## config.mk

```make
export PLATFORM = sky130hd
export DESIGN_NAME = rc_satellite_frame_decoder
export DESIGN_NICKNAME = d
export VERILOG_FILES = /design/src/hdl/rcsat_pkg.sv /design/src/hdl/rcsat_parser.sv /design/src/hdl/rcsat_out_stage.sv /design/src/hdl/rc_satellite_frame_decoder.sv
export SDC_FILE = /design/constraint.sdc
export NUM_CORES = 1
export LEC_CHECK = 0
export ABC_CLOCK_PERIOD_IN_PS = 3800
export BUFFER_PORTS_ARGS = -buffer_cell sky130_fd_sc_hd__buf_4
export CAP_MARGIN = 15
export CORE_ASPECT_RATIO = 2
export CORE_MARGIN = 2
export CORE_UTILIZATION = 45
export DETAILED_ROUTE_END_ITERATION = 8
export PLACE_DENSITY = 0.68
export SYNTH_ARGS = -nofsm -noshare
export SYNTH_HDL_FRONTEND = slang
export SYNTH_SLANG_ARGS = --single-unit
```

## constraint.sdc

```tcl
create_clock -name clk_i -period 3.8 [get_ports clk_i]
set_clock_uncertainty 0.05 [all_clocks]
set_input_delay 0.76 -clock clk_i [delete_from_list [all_inputs] [get_ports clk_i]]
set_output_delay 0.76 -clock clk_i [all_outputs]
set_load 0.02 [all_outputs]
```

## src/hdl/rcsat_pkg.sv

```systemverilog
// rcsat_pkg: shared types, constants and mirror function for the satellite frame decoder.
// No dependencies; imported by every module of the block.
`timescale 1ns / 1ps

package rcsat_pkg;

  localparam int unsigned NumCh     = 6;
  localparam int unsigned PosW      = 10;
  localparam int unsigned CntW      = 4;
  localparam int unsigned BandW     = 6;

  // Header byte pair: high byte first, then low byte.
  localparam logic [7:0]      HdrHighByte = 8'h03;
  localparam logic [7:0]      HdrLowByte  = 8'h01;

  // Byte counts since the last header where 0x03,0x01 is channel data.
  localparam logic [CntW-1:0] CntDataA    = 4'd8;
  localparam logic [CntW-1:0] CntDataB    = 4'd9;
  localparam logic [CntW-1:0] CntMax      = 4'd10;
  localparam logic [CntW-1:0] CntAfterHdr = 4'd1;

  localparam logic [BandW-1:0] NumBands   = BandW'(NumCh);

  // Default mirror point for reversed channels.
  localparam logic [PosW-1:0] FullScale   = 10'd1023;

  // Configuration register indexes.
  localparam logic RegReverseMask = 1'b0;

  typedef logic [PosW-1:0] pos_t;

  // Decoded state after one byte, handed to the output stage.
  typedef struct packed {
    pos_t [NumCh-1:0] pos;
    logic             frame_start;
    logic             word_done;
  } rcsat_frame_t;

  function automatic pos_t rcsat_mirror(input pos_t pos, input logic rev,
                                        input pos_t full_scale);
    pos_t res;
    res = pos;
    if (rev) begin
      res = (pos > full_scale) ? '0 : pos_t'(full_scale - pos);
    end
    return res;
  endfunction

endpackage

```

## src/hdl/rcsat_parser.sv

```systemverilog
// rcsat_parser: header detection, byte pairing and channel store.
// Depends on rcsat_pkg.
`timescale 1ns / 1ps

module rcsat_parser
  import rcsat_pkg::*;
(
  input  logic         clk_i,
  input  logic         rst_ni,
  input  logic         accept_i,
  input  logic [7:0]   rx_byte_i,
  output rcsat_frame_t frame_o
);

  logic [7:0]       last_byte_q, last_byte_d;
  logic             phase_q, phase_d;
  logic [CntW-1:0]  cnt_q, cnt_d;
  pos_t [NumCh-1:0] store_q, store_d;

  logic             header;
  logic [15:0]      word;
  logic [BandW-1:0] band;
  logic             hit;

  assign word   = {last_byte_q, rx_byte_i};
  assign band   = word[15:PosW];
  assign header = (rx_byte_i == HdrLowByte) && (last_byte_q == HdrHighByte) &&
                  (cnt_q != CntDataA) && (cnt_q != CntDataB);
  // out-of-range words (band 6 and up) are dropped
  assign hit    = !header && phase_q && (band < NumBands);

  always_comb begin
    last_byte_d = rx_byte_i;
    phase_d     = header ? 1'b0 : ~phase_q;
    if (header) begin
      cnt_d = CntAfterHdr;
    end else if (cnt_q < CntMax) begin
      cnt_d = cnt_q + 1'b1;
    end else begin
      cnt_d = cnt_q;
    end
    for (int i = 0; i < NumCh; i++) begin
      store_d[i] = (hit && (band == BandW'(i))) ? word[PosW-1:0] : store_q[i];
    end
  end

  assign frame_o.pos         = store_d;
  assign frame_o.frame_start = header;
  assign frame_o.word_done   = hit;

  always_ff @(posedge clk_i or negedge rst_ni) begin
    if (!rst_ni) begin
      last_byte_q <= '0;
      phase_q     <= 1'b0;
      cnt_q       <= CntMax;
      store_q     <= '0;
    end else if (accept_i) begin
      last_byte_q <= last_byte_d;
      phase_q     <= phase_d;
      cnt_q       <= cnt_d;
      store_q     <= store_d;
    end
  end

endmodule

```

## src/hdl/rcsat_out_stage.sv

```systemverilog
// rcsat_out_stage: channel mirroring and the registered result stage.
// Depends on rcsat_pkg.
`timescale 1ns / 1ps

module rcsat_out_stage
  import rcsat_pkg::*;
#(
  parameter pos_t MirrorPoint = FullScale
)
(
  input  logic         clk_i,
  input  logic         rst_ni,
  input  logic         accept_i,
  input  rcsat_frame_t frame_i,
  input  logic [NumCh-1:0] reverse_mask_i,
  input  logic         out_stall_i,
  output logic         out_valid_o,
  output logic         busy_o,
  output rcsat_frame_t frame_o
);

  logic         valid_q, valid_d;
  rcsat_frame_t frame_q, frame_d;

  always_comb begin
    frame_d             = frame_i;
    for (int i = 0; i < NumCh; i++) begin
      frame_d.pos[i] = rcsat_mirror(frame_i.pos[i], reverse_mask_i[i], MirrorPoint);
    end
    if (accept_i) begin
      valid_d = 1'b1;
    end else if (!out_stall_i) begin
      valid_d = 1'b0;
    end else begin
      valid_d = valid_q;
    end
  end

  // full and held by the sink
  assign busy_o      = valid_q && out_stall_i;
  assign out_valid_o = valid_q;
  assign frame_o     = frame_q;

  always_ff @(posedge clk_i or negedge rst_ni) begin
    if (!rst_ni) begin
      valid_q <= 1'b0;
    end else begin
      valid_q <= valid_d;
    end
  end

  always_ff @(posedge clk_i) begin
    if (accept_i) begin
      frame_q <= frame_d;
    end
  end

endmodule

```

## src/hdl/rc_satellite_frame_decoder.sv

```systemverilog
// rc_satellite_frame_decoder: top level, APB register and channel wiring.
// Depends on rcsat_pkg, rcsat_parser and rcsat_out_stage.
`timescale 1ns / 1ps

// Decoder for the byte stream of a DSM2-style satellite receiver. Each item
// on the rx channel is one received byte; each byte yields exactly one
// result item holding all six channel positions (throttle, aileron,
// elevator, rudder, gear, flap) as they stand after that byte, plus
// frame_start (the byte completed a 0x03,0x01 header) and word_done (the
// byte completed a word that was stored). A header pair arriving at byte
// count 8 or 9 since the last header is taken as channel data. After a
// header, bytes pair up high-then-low into a 16-bit word; bits 12..10 pick
// the channel, bits 9..0 are the position, and words of 6144 and up are
// dropped. Channels whose bit is set in reverse_mask (APB offset 0x0,
// bit 0 throttle .. bit 5 flap) read as MirrorPoint (default 1023) minus
// their position, or 0 when the position lies above MirrorPoint.
// Throughput is one byte per clock while rx_stall_o is low: the decode is a
// few compares and a store update ahead of a single result register, and
// the result appears in the cycle after the byte is accepted. rx_stall_o
// rises only while a result sits in that register and out_stall_i holds it.
// Change reverse_mask only while no result is pending.
module rc_satellite_frame_decoder
  import rcsat_pkg::*;
#(
  parameter pos_t MirrorPoint = FullScale
)
(
  input  logic        clk_i,
  input  logic        rst_ni,
  // byte input
  input  logic        rx_valid_i,
  output logic        rx_stall_o,
  input  logic [7:0]  rx_byte_i,
  // result output
  output logic        out_valid_o,
  input  logic        out_stall_i,
  output logic [9:0]  throttle_pos_o,
  output logic [9:0]  aileron_pos_o,
  output logic [9:0]  elevator_pos_o,
  output logic [9:0]  rudder_pos_o,
  output logic [9:0]  gear_pos_o,
  output logic [9:0]  flap_pos_o,
  output logic        frame_start_o,
  output logic        word_done_o,
  // APB configuration
  input  logic        psel,
  input  logic        penable,
  input  logic        pwrite,
  input  logic [2:0]  paddr,
  input  logic [31:0] pwdata,
  output logic [31:0] prdata,
  output logic        pready
);

  logic             accept;
  logic             busy;
  logic [NumCh-1:0] reverse_mask_q;
  rcsat_frame_t     dec_frame;
  rcsat_frame_t     res_frame;

  // APB: single register, zero wait states
  assign pready = 1'b1;
  assign prdata = (paddr[2] == RegReverseMask) ? 32'(reverse_mask_q) : '0;

  always_ff @(posedge clk_i or negedge rst_ni) begin
    if (!rst_ni) begin
      reverse_mask_q <= '0;
    end else if (psel && penable && pwrite && pready &&
                 (paddr[2] == RegReverseMask)) begin
      reverse_mask_q <= pwdata[NumCh-1:0];
    end
  end

  // Byte accepted whenever the result register can take the new item.
  assign rx_stall_o = busy;
  assign accept     = rx_valid_i && !busy;

  rcsat_parser u_parser (
    .clk_i     (clk_i),
    .rst_ni    (rst_ni),
    .accept_i  (accept),
    .rx_byte_i (rx_byte_i),
    .frame_o   (dec_frame)
  );

  rcsat_out_stage #(
    .MirrorPoint (MirrorPoint)
  ) u_out (
    .clk_i          (clk_i),
    .rst_ni         (rst_ni),
    .accept_i       (accept),
    .frame_i        (dec_frame),
    .reverse_mask_i (reverse_mask_q),
    .out_stall_i    (out_stall_i),
    .out_valid_o    (out_valid_o),
    .busy_o         (busy),
    .frame_o        (res_frame)
  );

  assign throttle_pos_o = res_frame.pos[0];
  assign aileron_pos_o  = res_frame.pos[1];
  assign elevator_pos_o = res_frame.pos[2];
  assign rudder_pos_o   = res_frame.pos[3];
  assign gear_pos_o     = res_frame.pos[4];
  assign flap_pos_o     = res_frame.pos[5];
  assign frame_start_o  = res_frame.frame_start;
  assign word_done_o    = res_frame.word_done;

endmodule

```

After elaboration in Yosys (flattened, before gate mapping)
Cells that the tools add are included.
W data, S select, Z words.
{ "totals": {"inputBits": 50, "reg_bits": 142, "out_inout_bits": 97, "elab_cells": 91} }
{ "op_classes": {"n_bitwise": 2, "n_lt_le_gt_ge": 8, "add_sub_neg": 7, "eq_ne": 10, "muxes": 24, "reduce_logical": 21} }
{ "op_table": {"columns": ["op", "count"], "rows": [
  ["$mux W10", 18],
  ["$gt A10 B10 Y1 const B", 6],
  ["$sub A10 B10 Y10 const A", 6],
  ["$logic_and A1 B1 Y1", 16],
  ["$eq A6 B2 Y1 const B", 2],
  ["$eq A6 B3 Y1 const B", 2],
  ["$eq A8 B1 Y1 const B", 1],
  ["$eq A8 B2 Y1 const B", 1],
  ["$mux W4", 2],
  ["$ne A4 B4 Y1 const B", 2],
  ["$eq A6 B1 Y1 const B", 1],
  ["$logic_not A6 Y1", 1],
  ["$lt A6 B3 Y1 const B", 1],
  ["$mux W6", 1],
  ["$add A4 B1 Y4 const B", 1],
  ["$lt A4 B4 Y1 const B", 1],
  ["$mux W1", 3],
  ["$logic_not A1 Y1", 2],
  ["$ne A2 B1 Y1 const B", 1],
  ["$not A1 Y1", 2],
  ["$reduce_and A2 Y1", 1],
  ["$reduce_bool A2 Y1", 1]
]} }

Longest topological paths before layout
{ "depth": {"ltp_word": 12, "depth_mapped": 8, "depth_no_buf": 6} }

Modules after synthesis
From an unflattened synthesis, not the netlist that was laid out.
{ "unflattened": {"cells_unflattened": 454, "hier_area_um2": 6824.0} }
{ "modules_own_cells": {"columns": ["mod", "cells_each", "seq_area_each_um2", "area_per_inst_um2", "n_inst"], "rows": [
  ["rcsat_parser", 274, 1829.3, 3819.9, 1],
  ["rcsat_out_stage", 131, 1886.8, 2493.6, 1],
  ["rc_satellite_frame_decoder", 49, 150.1, 510.5, 1]
]} }

Worst setup path before layout
OpenSTA, ideal clock, no wires.
{ "synth_timing": {"path_type": "input -> register", "from": "input port rx_valid_i", "to": "register u_parser.cnt_q[1]", "n_path_buf": 2, "arrival_time_ns": 2.863, "stages": 5, "setup_time_ns": 0.088, "slack_ns": 0.799, "required_ns": 3.662, "cell_sequence": "a21boi_1 > clkbuf_1 > buf_2 > a32oi_1 > o22ai_1"} }
{ "synth_via": {"elab_chain_cells": 2} }
{ "synth_rtl": {"columns": ["element", "line", "source"], "rows": [
  ["start: declaration", "rc_satellite_frame_decoder.sv:31", "input logic rx_valid_i,"],
  ["$logic_and A1 B1 Y1", "rc_satellite_frame_decoder.sv:76", "assign accept = rx_valid_i && !busy;"],
  ["net accept", "rc_satellite_frame_decoder.sv:55", "logic accept;"],
  ["$reduce_and A2 Y1 (no line)", null, null],
  ["end signal: assignment", "rcsat_parser.sv:55", "cnt_q <= CntMax;"],
  ["end signal: assignment", "rcsat_parser.sv:60", "cnt_q <= cnt_d;"],
  ["end: declaration", "rcsat_parser.sv:17", "logic [CntW-1:0] cnt_q, cnt_d;"]
]} }
The timed path passes the listed nets, and every way through them passes these cells.
A chain may end at the register's enable or synchronous reset.

Worst setup path in the final report
{ "layout_timing": {"from": "register u_parser.last_byte_q[5]", "to": "register u_parser.store_q[19] (netlist bit)"} }
{ "layout_via": {"elab_chain_cells": 9, "word_cells_on_any_way": 11, "classes_between": "order compare (1); eq/ne (2); mux (1); reduce/logical (7)"} }
{ "layout_rtl": {"columns": ["element", "line", "source"], "rows": [
  ["start: declaration", "rcsat_parser.sv:15", "logic [7:0] last_byte_q, last_byte_d;"],
  ["start signal: assignment", "rcsat_parser.sv:58", "last_byte_q <= last_byte_d;"],
  ["$eq A8 B2 Y1", "rcsat_parser.sv:27", "assign header = (rx_byte_i == HdrLowByte) && (last_byte_q == HdrHighByte) &&"],
  ["$logic_and A1 B1 Y1 (2 in series)", "rcsat_parser.sv:27", null],
  ["$logic_and A1 B1 Y1", "rcsat_parser.sv:28", "(cnt_q != CntDataA) && (cnt_q != CntDataB);"],
  ["$logic_not A1 Y1", "rcsat_parser.sv:30", "assign hit = !header && phase_q && (band < NumBands);"],
  ["$logic_and A1 B1 Y1 (2 in series)", "rcsat_parser.sv:30", null],
  ["$logic_and A1 B1 Y1 (*)", "rcsat_parser.sv:43", "store_d[i] = (hit && (band == BandW'(i))) ? word[PosW-1:0] : store_q[i];"],
  ["$mux W10 (*)", "rcsat_parser.sv:43", null],
  ["end signal: assignment", "rcsat_parser.sv:61", "store_q <= store_d;"],
  ["end: declaration", "rcsat_parser.sv:18", "pos_t [NumCh-1:0] store_q, store_d;"]
]} }
Mark *: on every way between the ends. The rest lies on a longest branch, timed or not.

==> flow_metrics.tcl <==
set metrics [dict create \
    run_status "completed" \
    path_cells "or4b_4 -> nor3b_2 -> nand3_2 -> mux2_2" \
    path_buf_inv 0 \
    mostFrequentLayoutCells "96 x buf_4, 78 x dfrtp_1, 74 x mux2_2" \
    area_delta_synth_final_pct 18.98 \
    die_area_um2 16330 \
    io_pins 147 \
    fin_crit_sh_pct 70.24 \
    finalPower_mw 4.689 \
    dpl.cell_count 759 \
    required_ns 4.05 \
    cap_viol_max_count 0 \
    final_common_cell "buf_4" \
    p_per_area_nw_per_um2 573.6 \
    fillers 1269 \
    setup-tns-final_ns 0 \
    postCtsResizedCells 0 \
    grt_pass1_wl_um 22750 \
    avgViaCountPerCell 5.324 \
    port-buffer-count 91 \
    antenna_left 0 \
    synthFlopType "dfrtp_1" \
    clock_latency_ns 0.41 \
    r2r_end "u_parser.store_q[19]$_DFFE_PN0P_" \
    fp.dieW_um 91.37 \
    core_area_um2 14900 \
    rows 63 \
    synth_cell_types 44 \
    stdcell_count 791 \
    yosys_warnings 0 \
    worst_pin_slew_ns 1.080 \
    synthTopCellsByArea "dfrtp_1 28%, edfxtp_1 27%, mux2_2 12%" \
    multi_input_area_um2 2766 \
    clock.fmax_mhz 374.6 \
    critPathLaunchType "flip-flop" \
    routabilityCongestion 0.7483 \
    critPathMaxStageDelay_ns 0.66 \
    clk_pin_slew_ns 0.06 \
    antenna_cells 0 \
    synth_area_um2 6870 \
    drv_slew 0 \
    initial_utilization_pct 46.12 \
    postCtsSetupBuffers 0 \
    clock-sinks 142 \
    globalRouteOverflowTotal 0 \
    hold_class "input port to async pin" \
    finalSetupViolations 0 \
    yosys.area.top_type_share_pct 28.41 \
    critPathCaptureType "flip-flop" \
    leakage_nw 3.519 \
    final_nets 636 \
    cp.depth 4 \
    antenna_found_initial 0 \
    cts_htree_levels 4 \
    path_class "flip-flop to flip-flop" \
    hpwl_um 9443 \
    post-route-util_pct 54.87 \
    numCtsBuffers 17 \
    path_max_fanout 10 \
    synth_top_area_cell "dfrtp_1" \
    num_vias 4211 \
    grt_usage_pct 18.36 \
    drc_errors 0 \
    netlist_instances 502 \
    maxSlewHeadroom_pct 28.02 \
    seq_area_um2 3866 \
    synth.avg_cell_area_um2 13.69 \
    finalWirelength_um 14380 \
    cpLargestDelayFamily "simple AND/OR/NAND/NOR gates" \
    r2r-start "u_parser.last_byte_q[5]$_DFFE_PN0P_" \
    holdWs_ns 0.4486 \
    layout-drive-gt1-share_pct 36.24 \
    cts_hold_buf 0 \
    avgRoutedWirePerCell_um 18.18 \
    grt_pass1_vias 4327 \
    rr_worst_depth 4 \
    die_h_um 178.7 \
    async_reset_ff_share_pct 56.34 \
    rsz0062_at_grt "false" \
    clk_path_buf_depth 2 \
    drt_first_iter_violations 188 \
    cts_tree "yes" \
    seq_area_frac_synth_pct 56.27 \
    reg2reg_slack_ns 1.13 \
    ys_ff_latch 142 \
    grt_max_degree 85 \
    synth_edf_count 62 \
    arrival_ns 2.92 \
    clock-root-buffer "clkbuf_16" \
    critPathSlowestCell "nor3b_2" \
    hold_violations 0 \
    peakVddDrop_v 0.0003342 \
    firstDrtPassIters 4 \
    fin_crit_ns 2.669 \
]
==> layout make-up <==
class                   instances  area share [%]
inverters                       2         0.09184
multi-input cells             323           33.84
well taps                     195           2.985
flip-flops and latches        142           47.30
clock buffers                  19           5.296
clock inverters                13           1.424
repair buffers                 97           9.062
==> synthesized netlist by cell type (all sizes together), types with 2 or more instances <==
library cell / count
a21oi: 2
buf: 34
clkbuf: 26
conb: 2
dfrtp: 78
dfstp: 2
edfxtp: 62
ha: 3
inv: 2
mux2: 74
mux2i: 51
nand2: 5
nand2b: 2
nand3: 17
nand4: 2
nand4b: 21
nor2: 5
nor2b: 27
nor3: 2
nor4: 3
nor4b: 2
o21ai: 4
o22ai: 12
xnor2: 50
==> logic make-up after synthesis <==
family	count (synthesis)	share of synthesized area, %
xor+xnor	50	6.374
buf+inv	62	5.081
mux	125	19.56
compound gates	25	2.422
other cells	2	0.1093
flops	142	56.27
fa+ha+maj	3	0.5464
simple gates	93	9.634
==> state kept, by name (all words and copies together), names as in the netlist <==
name	count
u_out.frame_o	62
u_parser.store_q	60
u_parser.last_byte_q	8
reverse_mask_q	6
u_parser.cnt_q	4
u_out.out_valid_o	1
u_parser.phase_q	1
==> power breakdown <==
part / total, mW / internal (mW) / leakage [nW] / switching (mW)
combinational: 0.980 / 0.494 / 1.60 / 0.486
clock: 1.55 / 0.902 / 0.265 / 0.645
sequential: 2.16 / 1.92 / 1.65 / 0.242
total: 4.69 / 3.32 / 3.52 / 1.37
==> worst max path at each step <==
stage / start / slack [ns] / to
final: u_parser.last_byte_q[5]$_DFFE_PN0P_ / 1.13 / u_parser.store_q[19]$_DFFE_PN0P_
after global routing: u_parser.last_byte_q[5]$_DFFE_PN0P_ / 1.01 / u_parser.store_q[17]$_DFFE_PN0P_
after CTS: u_parser.last_byte_q[5]$_DFFE_PN0P_ / 1.12 / u_parser.store_q[19]$_DFFE_PN0P_
after detailed placement: rx_byte_i[7] / 0.87 / u_parser.store_q[1]$_DFFE_PN0P_
after global placement: rx_byte_i[7] / 0.91 / u_parser.store_q[0]$_DFFE_PN0P_
after floorplan: rx_valid_i / 0.80 / u_parser.cnt_q[1]$_DFFE_PN1P_
==> per-stage QoR <==
stage | worst slack (ns) | instance area, um^2
finish | 1.131 | 8174
global route | 1.013 | 8174
CTS | 1.120 | 8174
detailed placement | 0.8720 | 7625
global placement | 0.9132 | 7625
floorplan | 0.7989 | 6964
==> routing by layer <==
metal	vias up	wire length [um]	global-route usage, %
li1	1931	-	-
met1	2120	5270	18.87
met2	133	8158	34.57
met3	27	497	3.657
met4	0	450	9.722
met5	-	0	0
Note: power is estimated with default switching activity, not from simulation.
